File: src/design/hmis_pkg.sv
// Shared types, codes and constants of the 8-bit instruction step core.
// Used by every module of the block; depends on nothing else.
package hmis_pkg;

   localparam int DEF_MEM_BYTES = 256;
   localparam int REG_COUNT     = 16;
   localparam int REG_AW        = $clog2(REG_COUNT);

   // request kinds
   localparam logic KIND_LOAD = 1'b0;
   localparam logic KIND_STEP = 1'b1;

   typedef enum logic [2:0] {
      ST_EXEC    = 3'd0,
      ST_HALT    = 3'd1,
      ST_INVALID = 3'd2,
      ST_NOINSTR = 3'd3,
      ST_LOADED  = 3'd4
   } status_type;

   typedef enum logic [1:0] {
      STOP_RUN     = 2'd0,
      STOP_HALT    = 2'd1,
      STOP_INVALID = 2'd2,
      STOP_NOINSTR = 2'd3
   } stop_type;

   typedef enum logic [3:0] {
      OP_NONE  = 4'h0,
      OP_LOAD  = 4'h1,
      OP_IMM   = 4'h2,
      OP_STORE = 4'h3,
      OP_MOVE  = 4'h4,
      OP_ADD   = 4'h5,
      OP_FLOAT = 4'h6,
      OP_OR    = 4'h7,
      OP_AND   = 4'h8,
      OP_XOR   = 4'h9,
      OP_ROT   = 4'hA,
      OP_JUMP  = 4'hB,
      OP_HALT  = 4'hC
   } opcode_type;

   // one access to the main memory
   typedef struct packed {
      logic       en;
      logic       we;
      logic [7:0] addr;
      logic [7:0] wdata;
   } mem_req_type;

   // two reads and one write on the register file
   typedef struct packed {
      logic              rd_en;
      logic [REG_AW-1:0] rd_addr_a;
      logic [REG_AW-1:0] rd_addr_b;
      logic              we;
      logic [REG_AW-1:0] wr_addr;
      logic [7:0]        wr_data;
   } reg_req_type;

   // outcome of one executed instruction
   typedef struct packed {
      status_type        status;
      logic [7:0]        next_pc;
      logic              reg_we;
      logic [REG_AW-1:0] reg_num;
      logic [7:0]        reg_val;
      logic              mem_we;
      logic [7:0]        mem_addr;
      logic [7:0]        mem_val;
   } exec_out_type;

   function automatic status_type stop_to_status(input stop_type s);
      status_type r;
      unique case (s)
         STOP_RUN:     r = ST_EXEC;
         STOP_HALT:    r = ST_HALT;
         STOP_INVALID: r = ST_INVALID;
         STOP_NOINSTR: r = ST_NOINSTR;
         default:      r = ST_EXEC;
      endcase
      return r;
   endfunction

   function automatic stop_type status_to_stop(input status_type s);
      stop_type r;
      unique case (s)
         ST_HALT:    r = STOP_HALT;
         ST_INVALID: r = STOP_INVALID;
         ST_NOINSTR: r = STOP_NOINSTR;
         default:    r = STOP_RUN;
      endcase
      return r;
   endfunction

endpackage

File: src/design/hmis_mem.sv
// Main memory: single-port synchronous byte memory with a registered read.
// Per-entry valid bits make unwritten bytes read as zero after reset.
// Depends on hmis_pkg.
module hmis_mem
   import hmis_pkg::*;
#(
   parameter int MEM_BYTES = DEF_MEM_BYTES
) (
   input  logic        clock,
   input  logic        reset,
   input  mem_req_type req,
   output logic [7:0]  rdata
);

   localparam int MemAw = $clog2(MEM_BYTES);

   logic [7:0]           mem_ff [MEM_BYTES];
   logic [MEM_BYTES-1:0] valid_ff;
   logic [7:0]           rdata_ff;
   logic                 in_range;
   logic [MemAw-1:0]     idx;

   assign in_range = ({1'b0, req.addr} < 9'(MEM_BYTES));
   assign idx      = req.addr[MemAw-1:0];
   assign rdata    = rdata_ff;

   // storage and registered read
   always_ff @(posedge clock) begin
      if (req.en && req.we && in_range) begin
         mem_ff[idx] <= req.wdata;
      end
      if (req.en && !req.we) begin
         rdata_ff <= (in_range && valid_ff[idx]) ? mem_ff[idx] : 8'd0;
      end
   end

   // written marks, cleared by reset
   always_ff @(posedge clock) begin
      if (reset) begin
         valid_ff <= '0;
      end else if (req.en && req.we && in_range) begin
         valid_ff[idx] <= 1'b1;
      end
   end

endmodule

File: src/design/hmis_regfile.sv
// Register file: sixteen bytes, two registered read ports and one write port.
// Valid bits give zero for registers not yet written. Depends on hmis_pkg.
module hmis_regfile
   import hmis_pkg::*;
(
   input  logic        clock,
   input  logic        reset,
   input  reg_req_type req,
   output logic [7:0]  rdata_a,
   output logic [7:0]  rdata_b
);

   logic [7:0]           regs_ff [REG_COUNT];
   logic [REG_COUNT-1:0] valid_ff;
   logic [7:0]           rdata_a_ff;
   logic [7:0]           rdata_b_ff;

   assign rdata_a = rdata_a_ff;
   assign rdata_b = rdata_b_ff;

   // storage and registered reads
   always_ff @(posedge clock) begin
      if (req.we) begin
         regs_ff[req.wr_addr] <= req.wr_data;
      end
      if (req.rd_en) begin
         rdata_a_ff <= valid_ff[req.rd_addr_a] ? regs_ff[req.rd_addr_a] : 8'd0;
         rdata_b_ff <= valid_ff[req.rd_addr_b] ? regs_ff[req.rd_addr_b] : 8'd0;
      end
   end

   // written marks
   always_ff @(posedge clock) begin
      if (reset) begin
         valid_ff <= '0;
      end else if (req.we) begin
         valid_ff[req.wr_addr] <= 1'b1;
      end
   end

endmodule

File: src/design/hmis_exec.sv
// Instruction decode and execute: turns the fetched bytes and operands into
// the register, memory and pc updates of one step. Depends on hmis_pkg.
module hmis_exec
   import hmis_pkg::*;
#(
   parameter int MEM_BYTES = DEF_MEM_BYTES
) (
   input  logic [7:0]   pc,
   input  logic [7:0]   b0,
   input  logic [7:0]   b1,
   input  logic [7:0]   opnd_a,
   input  logic [7:0]   opnd_b,
   input  logic [7:0]   mem_data,
   output exec_out_type res
);

   opcode_type  op;
   logic [3:0]  r_fld;
   logic [3:0]  s_fld;
   logic [15:0] rot_w;
   logic        store_ok;

   assign op       = opcode_type'(b0[7:4]);
   assign r_fld    = b0[3:0];
   assign s_fld    = b1[7:4];
   assign rot_w    = {opnd_a, opnd_a} >> b1[2:0];
   assign store_ok = ({1'b0, b1} < 9'(MEM_BYTES));

   always_comb begin
      status_type st;
      logic       wr;
      logic [3:0] rn;
      logic [7:0] val;
      logic       mw;
      logic [7:0] nxt;

      st  = ST_EXEC;
      wr  = 1'b0;
      rn  = r_fld;
      val = 8'd0;
      mw  = 1'b0;
      nxt = pc + 8'd2;

      // decode
      unique case (op)
         OP_NONE:  st = ST_NOINSTR;
         OP_LOAD:  begin val = mem_data; wr = 1'b1; end
         OP_IMM:   begin val = b1; wr = 1'b1; end
         OP_STORE: mw = store_ok;
         OP_MOVE: begin
            if (r_fld != 4'd0) begin
               st = ST_INVALID;
            end else begin
               val = opnd_a;
               rn  = b1[3:0];
               wr  = 1'b1;
            end
         end
         OP_ADD:   begin val = opnd_a + opnd_b; wr = 1'b1; end
         OP_FLOAT: ;
         OP_OR:    begin val = opnd_a | opnd_b; wr = 1'b1; end
         OP_AND:   begin val = opnd_a & opnd_b; wr = 1'b1; end
         OP_XOR:   begin val = opnd_a ^ opnd_b; wr = 1'b1; end
         OP_ROT: begin
            if (s_fld != 4'd0) begin
               st = ST_INVALID;
            end else begin
               val = rot_w[7:0];
               wr  = 1'b1;
            end
         end
         OP_JUMP: begin
            if (opnd_a == opnd_b) begin
               nxt = b1;
            end
         end
         OP_HALT: begin
            if (r_fld != 4'd0 || b1 != 8'd0) begin
               st = ST_INVALID;
            end else begin
               st = ST_HALT;
            end
         end
         default:  st = ST_INVALID;
      endcase

      // a stopping instruction changes nothing but the stop state
      res.status   = st;
      res.next_pc  = (st == ST_EXEC) ? nxt : pc;
      res.reg_we   = (st == ST_EXEC) && wr;
      res.reg_num  = res.reg_we ? rn : 4'd0;
      res.reg_val  = res.reg_we ? val : 8'd0;
      res.mem_we   = (st == ST_EXEC) && mw;
      res.mem_addr = res.mem_we ? b1 : 8'd0;
      res.mem_val  = res.mem_we ? opnd_a : 8'd0;
   end

endmodule

File: src/design/hex_machine_instruction_step_core.sv
// Top level of the 8-bit instruction step core: sequencer, pc and stop state,
// response register. Uses hmis_pkg, hmis_mem, hmis_regfile and hmis_exec.
//
// Usage:
//   Requests enter on req_valid/req_stall with req_kind, req_load_address and
//   req_load_byte; a request is taken at a clock edge with req_valid high and
//   req_stall low. Each request gives exactly one response on rsp_valid/
//   rsp_stall, in request order.
//   A load request, a step while stopped and a step whose fetch runs past the
//   end of memory are answered at once: the response is valid the cycle after
//   the request is taken. For an executed step the two instruction bytes and
//   the data byte are read in turn on the single memory port, the register
//   operands alongside, then execute and write back. One request is in
//   flight at a time: after a step the next request waits for its write
//   back; after the others it can follow every cycle. A step is taken
//   while an earlier response waits in the output register; the others wait
//   until it leaves. When the receiver stalls, the response holds and the
//   execute stage waits without writing any state until the output register
//   is free. Reset clears pc, stop state, valid marks of memory and registers
//   (all read as zero) and the response register; no clearing pass is needed.
module hex_machine_instruction_step_core
   import hmis_pkg::*;
#(
   parameter int MEM_BYTES = DEF_MEM_BYTES
) (
   input  logic       clock,
   input  logic       reset,
   input  logic       req_valid,
   output logic       req_stall,
   input  logic       req_kind,
   input  logic [7:0] req_load_address,
   input  logic [7:0] req_load_byte,
   output logic       rsp_valid,
   input  logic       rsp_stall,
   output logic [2:0] rsp_status,
   output logic [7:0] rsp_next_pc,
   output logic       rsp_reg_written,
   output logic [3:0] rsp_reg_number,
   output logic [7:0] rsp_reg_value,
   output logic       rsp_mem_written,
   output logic [7:0] rsp_mem_address,
   output logic [7:0] rsp_mem_value
);

   typedef enum logic [1:0] {
      S_IDLE,
      S_FETCH_HI,
      S_FETCH_LO,
      S_EXEC
   } state_type;

   state_type    state_ff, state_in;
   logic [7:0]   pc_ff, pc_in;
   stop_type     stop_ff, stop_in;
   logic [7:0]   b0_ff, b0_in;
   logic [7:0]   b1_ff, b1_in;
   logic         rsp_valid_ff, rsp_valid_in;
   exec_out_type rsp_ff, rsp_in;

   mem_req_type  mem_req;
   reg_req_type  reg_req;
   logic [7:0]   mem_rdata;
   logic [7:0]   reg_rdata_a;
   logic [7:0]   reg_rdata_b;
   exec_out_type ex;

   logic         out_free;
   logic         past_end;
   logic         immediate;
   logic         accept;
   opcode_type   lo_op;

   hmis_mem #(.MEM_BYTES(MEM_BYTES)) u_mem (
      .clock (clock),
      .reset (reset),
      .req   (mem_req),
      .rdata (mem_rdata)
   );

   hmis_regfile u_regfile (
      .clock   (clock),
      .reset   (reset),
      .req     (reg_req),
      .rdata_a (reg_rdata_a),
      .rdata_b (reg_rdata_b)
   );

   hmis_exec #(.MEM_BYTES(MEM_BYTES)) u_exec (
      .pc       (pc_ff),
      .b0       (b0_ff),
      .b1       (b1_ff),
      .opnd_a   (reg_rdata_a),
      .opnd_b   (reg_rdata_b),
      .mem_data (mem_rdata),
      .res      (ex)
   );

   // request side handshake
   assign out_free  = !rsp_valid_ff || !rsp_stall;
   assign past_end  = (({1'b0, pc_ff} + 9'd1) >= 9'(MEM_BYTES));
   assign immediate = (req_kind == KIND_LOAD) || (stop_ff != STOP_RUN) || past_end;
   assign req_stall = (state_ff != S_IDLE) || (!out_free && immediate);
   assign accept    = req_valid && !req_stall;
   assign lo_op     = opcode_type'(b0_ff[7:4]);

   // sequencer next state, memory and register file accesses
   always_comb begin
      state_in     = state_ff;
      pc_in        = pc_ff;
      stop_in      = stop_ff;
      b0_in        = b0_ff;
      b1_in        = b1_ff;
      rsp_valid_in = rsp_valid_ff && rsp_stall;
      rsp_in       = rsp_ff;

      mem_req = '0;
      reg_req = '0;

      unique case (state_ff)
         S_IDLE: begin
            if (accept) begin
               // a request answered at once starts from a clean response
               if (immediate) begin
                  rsp_in         = '0;
                  rsp_in.next_pc = pc_ff;
               end
               if (req_kind == KIND_LOAD) begin
                  mem_req.en    = 1'b1;
                  mem_req.we    = 1'b1;
                  mem_req.addr  = req_load_address;
                  mem_req.wdata = req_load_byte;
                  rsp_in.status = ST_LOADED;
                  rsp_valid_in  = 1'b1;
               end else if (stop_ff != STOP_RUN) begin
                  rsp_in.status = stop_to_status(stop_ff);
                  rsp_valid_in  = 1'b1;
               end else if (past_end) begin
                  rsp_in.status = ST_NOINSTR;
                  stop_in       = STOP_NOINSTR;
                  rsp_valid_in  = 1'b1;
               end else begin
                  mem_req.en   = 1'b1;
                  mem_req.addr = pc_ff;
                  state_in     = S_FETCH_HI;
               end
            end
         end
         S_FETCH_HI: begin
            // first instruction byte arrives, fetch the second
            b0_in        = mem_rdata;
            mem_req.en   = 1'b1;
            mem_req.addr = pc_ff + 8'd1;
            state_in     = S_FETCH_LO;
         end
         S_FETCH_LO: begin
            // second byte arrives: data read and operand reads
            b1_in        = mem_rdata;
            mem_req.en   = 1'b1;
            mem_req.addr = mem_rdata;
            reg_req.rd_en = 1'b1;
            priority case (lo_op)
               OP_STORE, OP_ROT, OP_JUMP: reg_req.rd_addr_a = b0_ff[3:0];
               default:                   reg_req.rd_addr_a = mem_rdata[7:4];
            endcase
            reg_req.rd_addr_b = (lo_op == OP_JUMP) ? REG_AW'(0) : mem_rdata[3:0];
            state_in     = S_EXEC;
         end
         S_EXEC: begin
            // write back once the response register can take the result
            if (out_free) begin
               mem_req.en      = ex.mem_we;
               mem_req.we      = ex.mem_we;
               mem_req.addr    = ex.mem_addr;
               mem_req.wdata   = ex.mem_val;
               reg_req.we      = ex.reg_we;
               reg_req.wr_addr = ex.reg_num;
               reg_req.wr_data = ex.reg_val;
               pc_in           = ex.next_pc;
               stop_in         = status_to_stop(ex.status);
               rsp_in          = ex;
               rsp_valid_in    = 1'b1;
               state_in        = S_IDLE;
            end
         end
         default: state_in = S_IDLE;
      endcase
   end

   // state and registered outputs
   always_ff @(posedge clock) begin
      if (reset) begin
         state_ff     <= S_IDLE;
         pc_ff        <= 8'd0;
         stop_ff      <= STOP_RUN;
         b0_ff        <= 8'd0;
         b1_ff        <= 8'd0;
         rsp_valid_ff <= 1'b0;
         rsp_ff       <= '0;
      end else begin
         state_ff     <= state_in;
         pc_ff        <= pc_in;
         stop_ff      <= stop_in;
         b0_ff        <= b0_in;
         b1_ff        <= b1_in;
         rsp_valid_ff <= rsp_valid_in;
         rsp_ff       <= rsp_in;
      end
   end

   assign rsp_valid       = rsp_valid_ff;
   assign rsp_status      = rsp_ff.status;
   assign rsp_next_pc     = rsp_ff.next_pc;
   assign rsp_reg_written = rsp_ff.reg_we;
   assign rsp_reg_number  = rsp_ff.reg_num;
   assign rsp_reg_value   = rsp_ff.reg_val;
   assign rsp_mem_written = rsp_ff.mem_we;
   assign rsp_mem_address = rsp_ff.mem_addr;
   assign rsp_mem_value   = rsp_ff.mem_val;

endmodule
File: config.mk
export PLATFORM = sky130hd
export DESIGN_NAME = hex_machine_instruction_step_core
export DESIGN_NICKNAME = d
export VERILOG_FILES = /design/src/design/hmis_pkg.sv /design/src/design/hmis_mem.sv /design/src/design/hmis_regfile.sv /design/src/design/hmis_exec.sv /design/src/design/hex_machine_instruction_step_core.sv
export SDC_FILE = /design/constraint.sdc
export NUM_CORES = 2
export LEC_CHECK = 0
export BUFFER_PORTS_ARGS = -buffer_cell sky130_fd_sc_hd__buf_4
export CAP_MARGIN = 10
export CORE_ASPECT_RATIO = 1.4
export CORE_UTILIZATION = 50
export CTS_BUF_LIST = sky130_fd_sc_hd__clkbuf_2 sky130_fd_sc_hd__clkbuf_4 sky130_fd_sc_hd__clkbuf_8
export DETAILED_ROUTE_END_ITERATION = 6
export GPL_TIMING_DRIVEN = 0
export PLACE_DENSITY_LB_ADDON = 0.08
export REMOVE_ABC_BUFFERS = 1
export SLEW_MARGIN = 20
export SYNTH_ARGS = -nofsm -noshare
export SYNTH_HDL_FRONTEND = slang
export SYNTH_HIERARCHICAL = 1
export SYNTH_SLANG_ARGS = --single-unit
File: constraint.sdc
create_clock -name clock -period 12.6 [get_ports clock]
set_input_delay 0.63 -clock clock [delete_from_list [all_inputs] [get_ports clock]]
set_output_delay 0.63 -clock clock [all_outputs]
set_load 0.01 [all_outputs]
==> metrics.md <==
| Metric | Value |
|---|---|
| CP Data Arrival Time | `8290 ps` |
| Final hold vios | `0` |
| Post-Synth XOR/XNOR Area | `0.0008736` |
| Htree depth | `5` |
| Seq/Total Area, Yosys | `0.7273` |
| Buf/Inv on CP | `4` |
| Fmax | `0.1306 GHz` |
| Mux share of post-synthesis cell area | `0.1511` |
| Post-synthesis compound-gate area fraction | `0.05443` |
| Largest stage delay, worst path | `1040 ps` |
| DR WL/cell | `29.52 um` |
| DR vias | `53470` |
| Setup TNS after final layout | `0 ps` |
| Adder-Cell Fraction of Synth Area | `0.002871` |
| Final setup vio count | `0` |
| CP max stage cell | `o41ai_1` |
| First-pass GRT wire length | `374900 um` |
| Combinational family with the most area after synthesis | `multiplexers` |
| CP Class | `flop to flop` |
| Iter 0 DRT Violations | `~5500` |
| Worst vdd ir | `~110 uV` |
| Cell at the root of the clock tree | `clkbuf_8` |
| Clk slew on worst S/H paths | `70 ps` |
| Final max-slew violation count | `0` |
| Final min period | `around 7700 ps` |
| Largest net degree at the start of global routing | `101` |
| Post-Route WL | `257300 um` |
| Skew final | `between 60 and 70 ps` |
| Die H | `531.8 um` |
| Vias in the first global route | `approximately 54000` |
| Post-synthesis instance total | `5469` |
| Max_cap viols | `0` |
| Worst-margin pin slew | `about 1200 ps` |
| HP Class | `input port to flop` |
| CP endpoint kind | `flop` |
| 1st-pass router iterations | `5` |
| Worst endpoint required time | `13230 ps` |
| Pleak | `36.45 nW` |
| Clock sinks | `2542` |
| GRT Overall Usage | `0.2534` |
| Placed cell count | `8003` |
| Starting Density | `0.5031` |
| Die width | `380.4 um` |
| IO Count | `64` |
| Pwr Density | `175.6 nW/um^2` |
| Async set-reset flop share out of synthesis | `0` |
| Cell Chain, Critical Path | `nand2_1 > nor3_1 > and2_1 > nand2_1 > a31oi_1 > a221o_4 > buf_16 > buf_16 > buf_16 > buf_16 > mux4_2 > a22oi_1 > a21oi_1 > o41ai_1 > and4_1 > a41oi_1` |
| Top FF cell, synth | `edfxtp_1` |
| Ys Warns | `6` |
| Yosys reg bits | `2542` |
| Post-route ant nets | `0` |
| Mean post-synth cell area | `18.33 sq um` |
| Post-Syn Area | `between 100000 and 150000 sq um` |
| Simple-gate share of the synthesized area | `0.04428` |
| Startpoint class of the critical path | `flop` |
| P&R area growth vs syn | `14.09%` |
| Routability cong. | `~0.85` |
| Status | `finished, final reports clean` |
| Initial antenna violation count | `9` |
| Vias/cell | `6.133` |
| Final nets | `5786` |
| Total CTS buffers | `382` |
| Grt total ovfl | `0` |
| Drc violations | `0` |
| DP Wirelength | `between 150000 and 200000 um` |
| Post-synth EDFFs | `2200` |
| Core Box Area | `199300 sq um` |
| Synth cell types | `between 70 and 80` |
| Post-route clock period utilization | `0.6078` |
| Rel. slew slack | `0.1582` |
| Port bufs | `63` |
| Die area | `202300 sq um` |
| Clock tree buffer depth | `4` |
| Delay-heaviest family, CP | `compound AO/OA/AOI/OAI gates` |
| Setup ws final | `4942 ps` |
| Share of layout cells above drive strength 1 | `0.2756` |
| CTS tree | `built` |
| Most Frequent Cell on Critical Path | `buf_16` |
| CP Max Fanout | `33` |
| Pre-CTS setup slack | `slightly below 5000 ps` |
| Rows | `194` |
| Non-Filler Instances | `~8700` |
| RSZ-0062 raised after global routing | `no` |
| Worst-Skew Late Latency | `990 ps` |
[worst reg2reg max path, stage by stage, from the launching register on]
cell and delay, ps:
dfxtp_1 890, nand2_1 450, nor3_1 740, and2_1 290, nand2_1 70, a31oi_1 180
a221o_4 550, buf_16 330, buf_16 290, buf_16 310, buf_16 270, mux4_2 610
a22oi_1 410, a21oi_1 200, o41ai_1 1040, and4_1 530, a41oi_1 140
[synthesized netlist by cell type, types with 4 or more instances]
cell | instances | share of area
mux2i_1 | 33 | 0.0033
clkbuf_8 | 6 | 0.00082
buf_1 | 34 | 0.0013
a22oi_1 | 339 | 0.025
edfxtp_1 | 2200 | 0.66
dfxtp_1 | 342 | 0.068
a32o_1 | 17 | 0.0017
clkbuf_1 | 181 | 0.0068
nor4_1 | 16 | 0.0010
a21oi_1 | 201 | 0.010
a21oi_2 | 18 | 0.0016
inv_1 | 28 | 0.0010
a221o_1 | 7 | 0.00070
a22o_1 | 22 | 0.0019
nor2b_1 | 26 | 0.0016
nand3_1 | 17 | 0.00085
o21ai_0 | 20 | 0.0010
o21ba_2 | 30 | 0.0030
nand2b_1 | 16 | 0.0010
and3_1 | 7 | 0.00044
a41oi_1 | 9 | 0.00079
nand2_1 | 91 | 0.0034
buf_6 | 37 | 0.0042
o211ai_1 | 8 | 0.00060
buf_4 | 20 | 0.0015
o41ai_1 | 37 | 0.0032
nor3b_1 | 5 | 0.00037
a211oi_1 | 16 | 0.0012
and2_1 | 26 | 0.0016
xnor2_1 | 4 | 0.00035
o2bb2ai_1 | 4 | 0.00035
a211o_1 | 6 | 0.00052
mux4_2 | 654 | 0.15
nor2_1 | 816 | 0.031
ha_1 | 23 | 0.0029
buf_2 | 67 | 0.0033
nor3_1 | 14 | 0.00070
xor2_1 | 6 | 0.00052
[path summary, 6_finish.rpt]
| check | start | cells after the start | endpoint | slack (ps) |
|---|---|---|---|---|
| setup / recovery | b0_ff[4] | 16 | u_mem/rdata[6] | 4940 |
| hold / removal | rsp_stall | 3 | rsp_valid | 140 |
| setup reg to reg | b0_ff[4] | 16 | u_mem/rdata[6] | 4940 |
| hold reg to reg | u_mem/valid_ff[39] | 2 | u_mem/valid_ff[39] | 460 |
[layout make-up]
| class | instances | area (sq um) |
|---|---|---|
| Inverter | 28 | 105.1 |
| Timing Repair Buffer | 237 | 4283 |
| Sequential cell | 2542 | 72910 |
| Clock buffer | 591 | 7102 |
| Antenna cell | 9 | 22.52 |
| Fill cell | 14980 | 84910 |
| Tap cell | 2646 | 3311 |
| Multi-Input combinational cell | 2551 | 25960 |
| Clock inverter | 114 | 675.6 |
[where the power goes]
part           switching (W)  internal [W]  total [W]
logic                0.00214       0.00162    0.00376
clock network        0.00313       0.00369    0.00682
registers          0.0000843       0.00941    0.00950
total                0.00535        0.0147     0.0201
[routing by layer]
layer / up-vias / part of all wire / track usage
met4: 0 / 0.033 / 0.08388
met3: 373 / 0.067 / 0.04243
li1: 22750 / - / -
met2: 2076 / 0.50 / 0.4174
met1: 28270 / 0.40 / 0.3445
met5: - / 0 / 0
[sequential cells by signal (all words and copies together) (netlist names), 16 cells and up]
signal,cells
u_mem/mem_ff,2048
u_mem/valid_ff,256
u_regfile/regs_ff,128
u_regfile/valid_ff,16
[layout by cell type (no fill, tap or decap), drive strengths merged, types with 36 or more instances in the layout]
cell and count:
clkinv 91, edfxtp 2200, nand2 91, a22oi 339, o41ai 38, a21oi 219
clkbuf 591, inv 36, dfxtp 342, nor2 819, buf 236, mux4 656
[kinds of logic (layout without fill, tap and decap cells)]
logic type      Yosys count  in the layout
flops                  2542           2542
simple gates           1063           1063
compound gates          762            762
mux                     692            692
buf+inv                 376            970
fa+ha+maj                23             23
xor+xnor                 10             10
other cells               1             10
[timing repair]
| action | in CTS | in global routing |
|---|---|---|
| hold buffers | 1 | 0 |
| resized for setup | 0 | 0 |
| setup buffers | 0 | 0 |
| endpoints found under the hold margin | 41 | 0 |
[per-stage QoR]
stage / hold WS, ps / utilization / power (W) / instance area (sq um)
2_1_floorplan: 434.8 / - / 0.01322 / 98440
3_3_place_gp: 443.4 / 0.5129 / 0.01441 / 102200
3_5_place_dp: 452.7 / 0.5347 / 0.01347 / 106500
4_1_cts: 77.59 / 0.5737 / 0.02027 / 114300
5_1_grt: 135.7 / 0.5738 / 0.02080 / 114400
6_report: 143.6 / 0.5739 / 0.02008 / 114400
Note: power is estimated with default switching activity, not from simulation.
